**src/hdl/c8x_pkg.sv**
```systemverilog
`default_nettype none
// ----------------------------------------------------------------------------
// c8x_pkg
// Shared constants, types and helpers of the instruction execute unit.
// ----------------------------------------------------------------------------
package c8x_pkg;

   localparam int STACK_DEPTH = 16;
   localparam int SP_W        = $clog2(STACK_DEPTH);
   localparam int SD_W        = $clog2(STACK_DEPTH + 1);

   localparam logic [1:0] KIND_DONE  = 2'd0;
   localparam logic [1:0] KIND_WRITE = 2'd1;
   localparam logic [1:0] KIND_CLEAR = 2'd2;
   localparam logic [1:0] KIND_DRAW  = 2'd3;

   localparam logic [1:0] CSR_COMPAT = 2'd0;
   localparam logic [1:0] CSR_START  = 2'd1;
   localparam logic [1:0] CSR_FONT   = 2'd2;

   // Controller to datapath commands.
   typedef struct packed {
      logic       load;      // capture the input transfer
      logic       execute;   // commit register effects of the opcode
      logic       emit;      // load the output register
      logic [3:0] seq;       // memory-write sequence number
      logic       final_out; // emit the closing step-done result
   } cmd_type;

   // Datapath to controller status.
   typedef struct packed {
      logic [4:0] writes;    // number of memory-write results
      logic       extra;     // clear or draw result precedes step-done
      logic       out_busy;  // output register holds an untaken result
   } status_type;

   // Decimal digits of a byte, found by compare and subtract.
   function automatic logic [7:0] bcd_digit(input logic [7:0] v, input logic [1:0] d);
      logic [7:0] r;
      logic [7:0] h, rem, t, o;
      begin
         if (v >= 8'd200) begin
            h   = 8'd2;
            rem = v - 8'd200;
         end else if (v >= 8'd100) begin
            h   = 8'd1;
            rem = v - 8'd100;
         end else begin
            h   = 8'd0;
            rem = v;
         end
         t = 8'd0;
         for (int i = 1; i < 10; i++) begin
            if (rem >= 8'(i * 10)) t = 8'(i);
         end
         o = rem - t * 8'd10;
         case (d)
            2'd0:    r = h;
            2'd1:    r = t;
            default: r = o;
         endcase
         return r;
      end
   endfunction

endpackage
`default_nettype wire

```
**src/hdl/chip8_instruction_execute_unit.sv**
```systemverilog
`default_nettype none
// ----------------------------------------------------------------------------
// chip8_instruction_execute_unit
// Executes one fetched CHIP-8 opcode per transfer and reports its results.
// ----------------------------------------------------------------------------
// Each accepted opcode is captured, the return stack is read in the next
// cycle, and then the result items are emitted one per cycle, unless the
// receiver stalls, through the output register: memory writes for the BCD
// and register-store opcodes, a clear or draw request where the opcode asks
// for one, and finally a step-done item with last set. Further input is held
// off until the final item has been loaded into the output register.
// Register, pc, stack and timer updates commit together with the final item.
// The return stack is a small RAM; call overflow and return underflow set
// stack_error and leave the state unchanged apart from the pc advancing by two.
// ----------------------------------------------------------------------------
module chip8_instruction_execute_unit (
   input  wire logic        clock,
   input  wire logic        reset,
   input  wire logic        csr_write,
   input  wire logic [1:0]  csr_index,
   input  wire logic [11:0] csr_data,
   input  wire logic        req_valid,
   output logic             req_stall,
   input  wire logic [15:0] req_instruction,
   input  wire logic [15:0] req_keys_down,
   input  wire logic        req_key_event_valid,
   input  wire logic [3:0]  req_key_event_code,
   input  wire logic [7:0]  req_random_byte,
   output logic             rsp_valid,
   input  wire logic        rsp_stall,
   output logic [1:0]       rsp_kind,
   output logic [11:0]      rsp_write_address,
   output logic [7:0]       rsp_write_data,
   output logic [11:0]      rsp_next_pc,
   output logic [11:0]      rsp_index_out,
   output logic [7:0]       rsp_draw_x,
   output logic [7:0]       rsp_draw_y,
   output logic [3:0]       rsp_draw_rows,
   output logic             rsp_stack_error,
   output logic             rsp_last
);
   import c8x_pkg::*;

   cmd_type    cmd;
   status_type status;

   c8x_ctrl u_ctrl (
      .clock     (clock),
      .reset     (reset),
      .req_valid (req_valid),
      .req_stall (req_stall),
      .status    (status),
      .cmd       (cmd)
   );

   c8x_datapath u_dp (
      .clock               (clock),
      .reset               (reset),
      .cmd                 (cmd),
      .status              (status),
      .csr_write           (csr_write),
      .csr_index           (csr_index),
      .csr_data            (csr_data),
      .req_instruction     (req_instruction),
      .req_keys_down       (req_keys_down),
      .req_key_event_valid (req_key_event_valid),
      .req_key_event_code  (req_key_event_code),
      .req_random_byte     (req_random_byte),
      .rsp_valid           (rsp_valid),
      .rsp_stall           (rsp_stall),
      .rsp_kind            (rsp_kind),
      .rsp_write_address   (rsp_write_address),
      .rsp_write_data      (rsp_write_data),
      .rsp_next_pc         (rsp_next_pc),
      .rsp_index_out       (rsp_index_out),
      .rsp_draw_x          (rsp_draw_x),
      .rsp_draw_y          (rsp_draw_y),
      .rsp_draw_rows       (rsp_draw_rows),
      .rsp_stack_error     (rsp_stack_error),
      .rsp_last            (rsp_last)
   );
endmodule
`default_nettype wire

```
**src/hdl/c8x_ram.sv**
```systemverilog
`default_nettype none
// ----------------------------------------------------------------------------
// c8x_ram
// Generic single-port RAM with a registered read.
// ----------------------------------------------------------------------------
module c8x_ram #(
   parameter int WIDTH = 8,
   parameter int DEPTH = 16
) (
   input  wire logic                     clock,
   input  wire logic                     wr_en,
   input  wire logic [$clog2(DEPTH)-1:0] addr,
   input  wire logic [WIDTH-1:0]         wr_data,
   output logic      [WIDTH-1:0]         rd_data
);
   logic [WIDTH-1:0] mem [DEPTH];

   always_ff @(posedge clock) begin
      if (wr_en) begin
         mem[addr] <= wr_data;
      end
      rd_data <= mem[addr];
   end
endmodule
`default_nettype wire

```
**src/hdl/c8x_ctrl.sv**
```systemverilog
`default_nettype none
// ----------------------------------------------------------------------------
// c8x_ctrl
// Sequencer: capture, then emit the result items one by one; register effects commit with the last.
// ----------------------------------------------------------------------------
module c8x_ctrl (
   input  wire logic                 clock,
   input  wire logic                 reset,
   input  wire logic                 req_valid,
   output logic                      req_stall,
   input  wire c8x_pkg::status_type  status,
   output c8x_pkg::cmd_type          cmd
);
   import c8x_pkg::*;

   localparam logic [1:0] ST_IDLE = 2'd0;
   localparam logic [1:0] ST_EXEC = 2'd1;
   localparam logic [1:0] ST_EMIT = 2'd2;

   logic [1:0] state_ff, state_in;
   logic [4:0] cnt_ff, cnt_in;   // results already emitted

   logic [4:0] total;
   assign total = status.writes + 5'(status.extra);

   always_comb begin
      state_in  = state_ff;
      cnt_in    = cnt_ff;
      req_stall = (state_ff != ST_IDLE);
      cmd       = '0;
      cmd.seq   = cnt_ff[3:0];
      case (state_ff)
         ST_IDLE: begin
            if (req_valid) begin
               cmd.load = 1'b1;
               state_in = ST_EXEC;
            end
         end
         ST_EXEC: begin
            state_in = ST_EMIT;
            cnt_in   = '0;
         end
         ST_EMIT: begin
            if (!status.out_busy) begin
               cmd.emit = 1'b1;
               if (cnt_ff == total) begin
                  // Closing result; register effects commit with it.
                  cmd.final_out = 1'b1;
                  cmd.execute   = 1'b1;
                  state_in      = ST_IDLE;
               end else begin
                  cnt_in = cnt_ff + 5'd1;
               end
            end
         end
         default: state_in = ST_IDLE;
      endcase
   end

   always_ff @(posedge clock) begin
      if (reset) begin
         state_ff <= ST_IDLE;
         cnt_ff   <= '0;
      end else begin
         state_ff <= state_in;
         cnt_ff   <= cnt_in;
      end
   end
endmodule
`default_nettype wire

```
**src/hdl/c8x_datapath.sv**
```systemverilog
`default_nettype none
// ----------------------------------------------------------------------------
// c8x_datapath
// Register file, index, pc, stack, timers and the output register.
// ----------------------------------------------------------------------------
module c8x_datapath (
   input  wire logic                clock,
   input  wire logic                reset,
   input  wire c8x_pkg::cmd_type    cmd,
   output c8x_pkg::status_type      status,
   input  wire logic                csr_write,
   input  wire logic [1:0]          csr_index,
   input  wire logic [11:0]         csr_data,
   input  wire logic [15:0]         req_instruction,
   input  wire logic [15:0]         req_keys_down,
   input  wire logic                req_key_event_valid,
   input  wire logic [3:0]          req_key_event_code,
   input  wire logic [7:0]          req_random_byte,
   output logic                     rsp_valid,
   input  wire logic                rsp_stall,
   output logic [1:0]               rsp_kind,
   output logic [11:0]              rsp_write_address,
   output logic [7:0]               rsp_write_data,
   output logic [11:0]              rsp_next_pc,
   output logic [11:0]              rsp_index_out,
   output logic [7:0]               rsp_draw_x,
   output logic [7:0]               rsp_draw_y,
   output logic [3:0]               rsp_draw_rows,
   output logic                     rsp_stack_error,
   output logic                     rsp_last
);
   import c8x_pkg::*;

   logic             compat_ff;
   logic [11:0]      font_ff;
   logic [7:0]       v_ff [16];
   logic [11:0]      idx_ff, pc_ff;
   logic [SD_W-1:0]  sd_ff;
   logic [7:0]       delay_ff, sound_ff;
   logic [15:0]      op_ff;
   logic [15:0]      keys_ff;
   logic             kv_ff;
   logic [3:0]       kc_ff;
   logic [7:0]       rnd_ff;

   // Return stack memory: one address per opcode, read at the top on return.
   logic             stk_we;
   logic [SP_W-1:0]  stk_addr;
   logic [11:0]      stk_rd;

   logic [3:0]  x, y, n;
   logic [7:0]  nn, vx, vy;
   logic [11:0] nnn;
   assign x   = op_ff[11:8];
   assign y   = op_ff[7:4];
   assign n   = op_ff[3:0];
   assign nn  = op_ff[7:0];
   assign nnn = op_ff[11:0];
   assign vx  = v_ff[x];
   assign vy  = v_ff[y];

   logic is_ret, is_call, ret_err, call_err;
   assign is_ret   = (op_ff == 16'h00EE);
   assign is_call  = (op_ff[15:12] == 4'h2);
   assign ret_err  = is_ret && (sd_ff == '0);
   assign call_err = is_call && (sd_ff == SD_W'(STACK_DEPTH));
   assign stk_we   = cmd.execute && is_call && !call_err;
   assign stk_addr = is_ret ? SP_W'(sd_ff - SD_W'(1)) : SP_W'(sd_ff);

   c8x_ram #(.WIDTH(12), .DEPTH(STACK_DEPTH)) u_stack (
      .clock   (clock),
      .wr_en   (stk_we),
      .addr    (stk_addr),
      .wr_data (pc_ff + 12'd2),
      .rd_data (stk_rd)
   );

   function automatic logic req_bit(input logic [15:0] k, input logic [3:0] s);
      return k[s];
   endfunction
   function automatic logic [7:0] req_and(input logic [7:0] a, input logic [7:0] b);
      return a & b;
   endfunction

   // Next-state values computed from the held opcode.
   logic [11:0] pc_new, idx_new;
   logic [7:0]  vx_new, vf_new;
   logic        vx_we, vf_we, err;
   logic [8:0]  sum;
   logic [11:0] pc2;
   logic        key_hit;

   always_comb begin
      pc2     = pc_ff + 12'd2;
      pc_new  = pc2;
      idx_new = idx_ff;
      vx_new  = vx;
      vf_new  = 8'd0;
      vx_we   = 1'b0;
      vf_we   = 1'b0;
      err     = ret_err || call_err;
      sum     = 9'd0;
      key_hit = req_bit(keys_ff, vx[3:0]);
      case (op_ff[15:12])
         4'h0: if (is_ret && !ret_err) pc_new = stk_rd;
         4'h1: pc_new = nnn;
         4'h2: if (!call_err) pc_new = nnn;
         4'h3: if (vx == nn) pc_new = pc_ff + 12'd4;
         4'h4: if (vx != nn) pc_new = pc_ff + 12'd4;
         4'h5: if (vx == vy) pc_new = pc_ff + 12'd4;
         4'h6: begin vx_we = 1'b1; vx_new = nn; end
         4'h7: begin vx_we = 1'b1; vx_new = vx + nn; end
         4'h8: begin
            case (n)
               4'h0: begin vx_we = 1'b1; vx_new = vy; end
               4'h1: begin vx_we = 1'b1; vx_new = vx | vy; end
               4'h2: begin vx_we = 1'b1; vx_new = vx & vy; end
               4'h3: begin vx_we = 1'b1; vx_new = vx ^ vy; end
               4'h4: begin
                  sum = {1'b0, vx} + {1'b0, vy};
                  vx_we = 1'b1; vx_new = sum[7:0];
                  vf_we = 1'b1; vf_new = {7'd0, sum[8]};
               end
               4'h5: begin
                  vx_we = 1'b1; vx_new = vx - vy;
                  vf_we = 1'b1; vf_new = {7'd0, vx >= vy};
               end
               4'h6: begin
                  vx_we = 1'b1;
                  vx_new = compat_ff ? {1'b0, vy[7:1]} : {1'b0, vx[7:1]};
                  vf_we = 1'b1; vf_new = {7'd0, compat_ff ? vy[0] : vx[0]};
               end
               4'h7: begin
                  vx_we = 1'b1; vx_new = vy - vx;
                  vf_we = 1'b1; vf_new = {7'd0, vy >= vx};
               end
               4'hE: begin
                  vx_we = 1'b1;
                  vx_new = compat_ff ? {vy[6:0], 1'b0} : {vx[6:0], 1'b0};
                  vf_we = 1'b1; vf_new = {7'd0, compat_ff ? vy[7] : vx[7]};
               end
               default: ;
            endcase
         end
         4'h9: if (vx != vy) pc_new = pc_ff + 12'd4;
         4'hA: idx_new = nnn;
         4'hC: begin vx_we = 1'b1; vx_new = req_and(rnd_ff, nn); end
         4'hE: begin
            if (nn == 8'h9E && key_hit) pc_new = pc_ff + 12'd4;
            if (nn == 8'hA1 && !key_hit) pc_new = pc_ff + 12'd4;
         end
         4'hF: begin
            case (nn)
               8'h07: begin vx_we = 1'b1; vx_new = delay_ff; end
               8'h1E: idx_new = idx_ff + {4'd0, vx};
               8'h0A: begin
                  if (kv_ff) begin vx_we = 1'b1; vx_new = {4'd0, kc_ff}; end
                  else pc_new = pc_ff;
               end
               8'h29: idx_new = font_ff + {6'd0, vx[3:0], 2'b00} + {8'd0, vx[3:0]};
               8'h55: if (compat_ff) idx_new = idx_ff + {8'd0, x} + 12'd1;
               default: ;
            endcase
         end
         default: ;
      endcase
   end

   logic is_bcd, is_store, is_clear, is_draw;
   assign is_bcd   = (op_ff[15:12] == 4'hF) && (nn == 8'h33);
   assign is_store = (op_ff[15:12] == 4'hF) && (nn == 8'h55);
   assign is_clear = (op_ff == 16'h00E0);
   assign is_draw  = (op_ff[15:12] == 4'hD);

   assign status.writes = is_bcd ? 5'd3 : (is_store ? 5'({1'b0, x} + 5'd1) : 5'd0);
   assign status.extra  = is_clear || is_draw;
   assign status.out_busy = rsp_valid && rsp_stall;

   logic [11:0] pc_eff, idx_eff;
   assign pc_eff  = pc_new;
   assign idx_eff = idx_new;

   // Fields of the result about to be loaded into the output register.
   logic [1:0]  out_kind;
   logic [11:0] out_waddr;
   logic [7:0]  out_wdata, out_dx, out_dy;
   logic [3:0]  out_rows;

   always_comb begin
      out_kind  = KIND_DONE;
      out_waddr = 12'd0;
      out_wdata = 8'd0;
      out_dx    = 8'd0;
      out_dy    = 8'd0;
      out_rows  = 4'd0;
      if (!cmd.final_out) begin
         if (is_clear) begin
            out_kind = KIND_CLEAR;
         end else if (is_draw) begin
            out_kind = KIND_DRAW;
            out_dx   = vx;
            out_dy   = vy;
            out_rows = n;
         end else begin
            out_kind  = KIND_WRITE;
            out_waddr = idx_ff + {8'd0, cmd.seq};
            out_wdata = is_bcd ? bcd_digit(vx, cmd.seq[1:0]) : v_ff[cmd.seq];
         end
      end
   end

   always_ff @(posedge clock) begin
      if (reset) begin
         compat_ff <= 1'b0;
         font_ff   <= 12'd0;
         pc_ff     <= 12'd512;
         idx_ff    <= 12'd0;
         sd_ff     <= '0;
         delay_ff  <= 8'd0;
         sound_ff  <= 8'd0;
         rsp_valid <= 1'b0;
         for (int i = 0; i < 16; i++) v_ff[i] <= 8'd0;
      end else begin
         if (cmd.emit) rsp_valid <= 1'b1;
         else if (!rsp_stall) rsp_valid <= 1'b0;
         if (csr_write) begin
            case (csr_index)
               CSR_COMPAT: compat_ff <= csr_data[0];
               CSR_START:  pc_ff     <= csr_data;
               CSR_FONT:   font_ff   <= csr_data;
               default: ;
            endcase
         end
         if (cmd.execute) begin
            pc_ff  <= pc_new;
            idx_ff <= idx_new;
            // The flag takes priority in the if chain, so it wins over VX when X is F.
            for (int i = 0; i < 16; i++) begin
               if (vf_we && i == 15) v_ff[i] <= vf_new;
               else if (vx_we && 4'(i) == x) v_ff[i] <= vx_new;
            end
            if (op_ff[15:12] == 4'hF && nn == 8'h15) delay_ff <= vx;
            if (op_ff[15:12] == 4'hF && nn == 8'h18) sound_ff <= vx;
            if (is_ret && !ret_err) sd_ff <= sd_ff - SD_W'(1);
            if (is_call && !call_err) sd_ff <= sd_ff + SD_W'(1);
         end
      end
   end

   always_ff @(posedge clock) begin
      if (cmd.load) begin
         op_ff   <= req_instruction;
         keys_ff <= req_keys_down;
         kv_ff   <= req_key_event_valid;
         kc_ff   <= req_key_event_code;
         rnd_ff  <= req_random_byte;
      end
      if (cmd.emit) begin
         rsp_next_pc       <= pc_eff;
         rsp_index_out     <= idx_eff;
         rsp_stack_error   <= err;
         rsp_last          <= cmd.final_out;
         rsp_kind          <= out_kind;
         rsp_write_address <= out_waddr;
         rsp_write_data    <= out_wdata;
         rsp_draw_x        <= out_dx;
         rsp_draw_y        <= out_dy;
         rsp_draw_rows     <= out_rows;
      end
   end
endmodule
`default_nettype wire

```
**config.mk**
```make
export PLATFORM = sky130hd
export DESIGN_NAME = chip8_instruction_execute_unit
export DESIGN_NICKNAME = d
export VERILOG_FILES = /design/src/hdl/c8x_pkg.sv /design/src/hdl/chip8_instruction_execute_unit.sv /design/src/hdl/c8x_ram.sv /design/src/hdl/c8x_ctrl.sv /design/src/hdl/c8x_datapath.sv
export SDC_FILE = /design/constraint.sdc
export NUM_CORES = 1
export LEC_CHECK = 0
export BUFFER_PORTS_ARGS = -buffer_cell sky130_fd_sc_hd__buf_4
export CAP_MARGIN = 0
export CORE_MARGIN = 2
export CORE_UTILIZATION = 40
export DETAILED_ROUTE_END_ITERATION = 8
export GPL_TIMING_DRIVEN = 0
export SLEW_MARGIN = 25
export SYNTH_ARGS = -nofsm -noshare
export SYNTH_HDL_FRONTEND = slang
export SYNTH_SLANG_ARGS = --single-unit
```
**constraint.sdc**
```tcl
create_clock -name clock -period 7.8 [get_ports clock]
set_clock_uncertainty 0.2 [all_clocks]
set_input_delay 0.78 -clock clock [delete_from_list [all_inputs] [get_ports clock]]
set_output_delay 0.78 -clock clock [all_outputs]
set_load 0.01 [all_outputs]
```
# After elaboration in Yosys (flattened, before gate mapping)

Memory sizes are Yosys's and may differ from the RTL's. A register that Yosys moved wholly into a read port is not among the register bits.
Index checks and enable logic that the tools add are counted.

Register bits after elaboration: 171
RAM bits: 320
Output and inout bits: 70
Word-level logic and storage cells: 379
Memories kept: 2

Memories:

| name             | depth | bits a word | read ports | clocked after Yosys merged registers in | wr ports | RTL line           | source |
|---|---|---|---|---|---|---|---|
| u_dp.u_stack.mem | 16    | 12          | 1          | 1                                       | 1        | c8x_ram.sv:16      | `logic [WIDTH-1:0] mem [DEPTH];` |
| u_dp.v_ff        | 16    | 8           | 3          | 3                                       | 16       | c8x_datapath.sv:36 | `logic [7:0] v_ff [16];` |

Add/sub/neg operators: 20
Multipliers: 1
$lt $le $gt $ge: 14
Eq/ne operators: 64
Muxes and demuxes: 173
Bitwise operators: 22
Reduce and logical (&&, ||, !) cells: 58

Operators with widths:

| cell                  | number |
|---|---|
| $mux W8               | 30 |
| $mux W12              | 14 |
| $pmux W12 S9          | 1 |
| $mux W1               | 89 |
| $pmux W8 S9           | 1 |
| $pmux W8 S5           | 1 |
| $add A12 B4 Y12       | 3 |
| $pmux W12 S3          | 1 |
| $eq A16 B8 Y1 const B | 2 |
| $eq A4 B3 Y1 const B  | 8 |
| $eq A4 B4 Y1 const A  | 8 |
| $eq A4 B4 Y1 const B  | 8 |
| $ge A8 B7 Y1 const B  | 4 |
| $pmux W8 S2           | 2 |
| $mux W5               | 6 |
| $logic_and A1 B1 Y1   | 28 |
| $mux W4               | 7 |
| $ge A8 B6 Y1 const B  | 3 |
| $pmux W12 S2          | 1 |
| $sub A8 B8 Y8         | 3 |
| $mux W2               | 9 |
| $or A1 B1 Y1          | 17 |
| $and A8 B8 Y8         | 2 |
| $eq A3 B4 Y1 const A  | 4 |
| other kinds (60)      | 100 |

# Longest topological paths before layout

Depth in word-level cells: 27
Depth in mapped cells: 27

# By module

From an unflattened synthesis, not the netlist that was laid out.

Cells, all modules: 2396
Area, all modules: 28832.7 µm²

By module, submodules not included:

| module       | times used | cells an instance | area an instance (µm²) |
|---|---|---|---|
| c8x_datapath | 1          | 1999              | 20693.6 |
| c8x_ram      | 1          | 331               | 7586.0 |
| c8x_ctrl     | 1          | 66                | 553.0 |

# Least setup slack after synthesis

OpenSTA, ideal clock, no wires.

Path kind: reg2reg
From: reg (tool-made name)
To: reg u_dp.rsp_write_data[7] (data pin)
Arrival: 5.918 ns
Required time: 7.445 ns
Slack: 1.527 ns
Cell stages (with the launch flop): 27
Clock period less this slack: 6.273 ns
Cells stage by stage: dfxtp_1 buf_4 mux4_2 or2_1 and3_4 nor2_2 buf_1 ha_1 nor2b_1 a22oi_1 a31oi_1 o21ai_0 a41oi_1 nand2_1 inv_1 o311ai_0 o211ai_1 inv_1 ha_1 ha_1 fa_1 xnor2_1 ha_1 nand2_1 o21ai_0 mux2_2 o21ai_0

RTL lines:

| element              | RTL line            | source |
|---|---|---|
| to (signal assigned) | c8x_datapath.sv:265 | `rsp_write_data <= out_wdata;` |
| to (decl)            | c8x_datapath.sv:23  | `output logic [7:0] rsp_write_data,` |

==> results.cfg <==
[run_status]
outcome = completed

[cells_and_area]
fin_area_um2 = 33400
multiInputGateArea_um2 = 13700
n_antenna_cell = 0
register_area_um2 = 14600
area_growth_syn_to_layout_pct = 14.2
drive_above_1_share = 0.169
instances_no_fill = 3692
num-fill-cells = 6612
nets = 2862

[yosys]
seq_area_frac_synth = 0.500
yosysTopAreaCell = edfxtp_1
syn_area_um2 = 29300
async_flop_share = 0
synth-edff-count = 433
synth_area_per_cell_um2 = 11.7
syn-instance-count = 2493
synth_flop_cell = edfxtp_1
synth_cell_types = 85
yosys.area.top_type_share = 0.444
yosys-top-cells-area = edfxtp_1 (44%), mux4_2 (12%), dfxtp_1 (5.6%)
yosys_warnings = 0
syn_nets = 2665
synth_seq_cells = 515

[clock_tree]
cts.clk_slew.worst_paths_ns = 0.06
cts-root-buf = clkbuf_16
post-cts-setup-buffer-count = 0
clk_latency_ns = 0.66
cts_buffers = 55
cts.sinks = 515
htree_levels = 2
clock_path_buffers = 3
cts_tree = done

[setup_path]
cp.arrival_ns = 7.74
r2r-end = u_dp.rsp_write_data[7]
start_kind = flop
cpMostUsedCell = ha_1
crit_chain = buf_6, buf_6, buf_2, mux4_2, nand3_1, and4_1, buf_2, clkinv_1, nand2_1, a21oi_1, o31ai_1, o2111ai_1, nor2_1, o211ai_1, inv_1, ha_1, ha_1, fa_1, xnor2_1, ha_1, nand2_1, o21ai_0, mux2_2, o21ai_0
cp-endpoint = u_dp.rsp_write_data[7]
reg2reg_setup_slack_ns = 0.31
critPathSlowestCell = o31ai_1
cp.required_ns = 8.05
end_kind = flop
cp_slowest_stage_delay_ns = 0.75
reg2regPathDepth = 24
cp_max_fo = 11
path_class = reg2reg

[grt]
grt_usage = 0.267
gr-total-overflow = 0
antenna_found_initial = 1
first_global_vias = 22300
grt_pass1_wl_mm = 148
grt_max_degree = 50

[drt]
via_per_inst = 6.21
wl_per_cell_um = 27.7
drc = 0
ant_nets = 0
totalWireLength_mm = 102
drtIter0Drc = 2936
routed-via-count = 22900
dr.pass1.iters = 6

[worst_hold_path]
worstHoldPathType = in2reg
min_path_cells = 1

[power_and_ir_drop]
power_density_nw_per_um2 = 274
p_leak_nw = 12.1
ir_drop_mv = 0.228

[placed_design]
port_buffers = 132
placed_cell_area_um2 = 31700
dp_cells = 3591
gp_congestion = 0.974
dp_hpwl_mm = 74.6
dp_slack_ns = 0.122

[timing]
max_freq_mhz = 134
hold_violations = 0
slew_violations = 0
fin_ws_ns = 0.311
hold_slack_ns = 0.0986
setup_viol = 0
rsz0062_at_grt = false
worst_pin_slew_ns = 1.08
finalCriticalPeriod_ns = 7.49
slew_headroom = 0.278
fin_crit_sh = 0.960

[die]
fp-row-count = 99
start_util = 0.403
core_area_um2 = 72700
die_x_um = 275
dieArea_um2 = 75400
design.portCount = 134
die_y_um = 275

[run]
cap_violations = 0
## layer usage
metal / track usage / wire, µm / vias up
met5: 0 / 27 / -
met3: 0.0542 / 10600 / 266
met2: 0.416 / 45900 / 1357
met1: 0.366 / 41200 / 11400
met4: 0.111 / 4500 / 2
li1: - / - / 9905
## critical path, delay by kind of cell (launching register included)
kind	cells	cell delay, ns
AOI/OAI and AO/OA	6	1.74
xor gates and xnor gates	1	0.14
adders and majority gates	4	1.21
buffers and inverters	6	1.88
DFF	1	0.33
muxes	2	0.76
and+or+nand+nor	5	1.02
## Yosys cell counts (all sizes together), types with 28 or more instances
cell / instances
mux2i: 57
a21oi: 135
buf: 45
ha: 96
xnor2: 44
xor2: 38
o21ai: 117
nand2: 179
nand3: 43
clkbuf: 111
dfxtp: 82
nor3: 29
nor2: 290
nor2b: 41
a211oi: 28
edfxtp: 433
inv: 115
mux4: 156
## where the power goes
part / switching [mW] / internal (mW)
sequential: 0.111 / 3.18
combinational: 2.12 / 1.21
clock: 1.13 / 1.42
## how the worst min path moves through the flow
stage	start	end
global route	req_instruction[14]	u_dp.op_ff[14]
floorplan	u_dp.delay_ff[2]	u_dp.delay_ff[2]
detailed placement	u_dp.delay_ff[5]	u_dp.delay_ff[5]
CTS	req_instruction[14]	u_dp.op_ff[14]
global placement	u_dp.delay_ff[4]	u_dp.delay_ff[4]
finish	req_instruction[14]	u_dp.op_ff[14]
## cells in the final DEF (no fill, tap or decap), types with 19 or more instances in the layout
cell type / Yosys / routed
ha_1: 96 / 96
buf_4: 6 / 139
mux2i_1: 56 / 56
nand3_1: 43 / 43
o22ai_1: 20 / 20
nor2_1: 289 / 280
xnor2_1: 44 / 41
a211oi_1: 28 / 28
a21oi_1: 135 / 135
xor2_1: 38 / 37
inv_1: 111 / 109
edfxtp_1: 433 / 433
nand4_1: 21 / 21
o211ai_1: 25 / 25
a221oi_1: 27 / 27
nor2b_1: 41 / 33
nand2b_1: 19 / 19
clkbuf_16: 0 / 55
dfxtp_1: 82 / 82
nand2_1: 179 / 179
and3_1: 19 / 19
o21ai_0: 114 / 113
mux4_2: 156 / 156
nor3_1: 29 / 29
a22oi_1: 26 / 26
a221o_1: 21 / 21
clkbuf_1: 110 / 126
## cell families after synthesis
kind of cell | synth area share
AO/OA/AOI/OAI | 0.125
XOR/XNOR | 0.0245
AND/OR/NAND/NOR | 0.118
adder cells (fa/ha/maj) | 0.0499
flip-flops | 0.500
buffers and inverters | 0.0369
multiplexers | 0.145
## registers in the layout (all words and copies together) (netlist names), 8 cells and up, named ones only
name / cells
u_dp.u_stack.mem: 192
u_dp.v_ff: 128
u_dp.keys_ff: 16
u_dp.op_ff: 16
u_dp.font_ff: 12
u_dp.idx_ff: 12
u_dp.pc_ff: 12
u_dp.rsp_index_out: 12
u_dp.rsp_next_pc: 12
u_dp.rsp_write_address: 12
u_dp.u_stack.rd_data: 12
u_dp.delay_ff: 8
u_dp.rnd_ff: 8
u_dp.rsp_draw_x: 8
u_dp.rsp_draw_y: 8
u_dp.rsp_write_data: 8
## through the flow
step	utilization	setup TNS, ns	power (mW)
detailed placement	0.435	0	6.57
floorplan	-	0	5.52
global placement	0.433	-27.97	6.51
CTS	0.459	0	9.11
finish	0.460	0	9.16
global route	0.460	0	9.59
## layout make-up
type | count | share of cell area
repair buffers | 140 | 0.0322
inverters | 118 | 0.0134
well taps | 959 | 0.0359
clock inverters | 24 | 0.00730
multi-input cells | 1704 | 0.409
clock buffers | 76 | 0.0450
plain buffers | 156 | 0.0195
flip-flops and latches | 515 | 0.438
## repair_timing
action / in CTS / in global routing
endpoints found under the setup margin: 0 / 3
hold buffers: 0 / 0
resized for setup: 0 / 4
(Power assumes the default switching activity.)
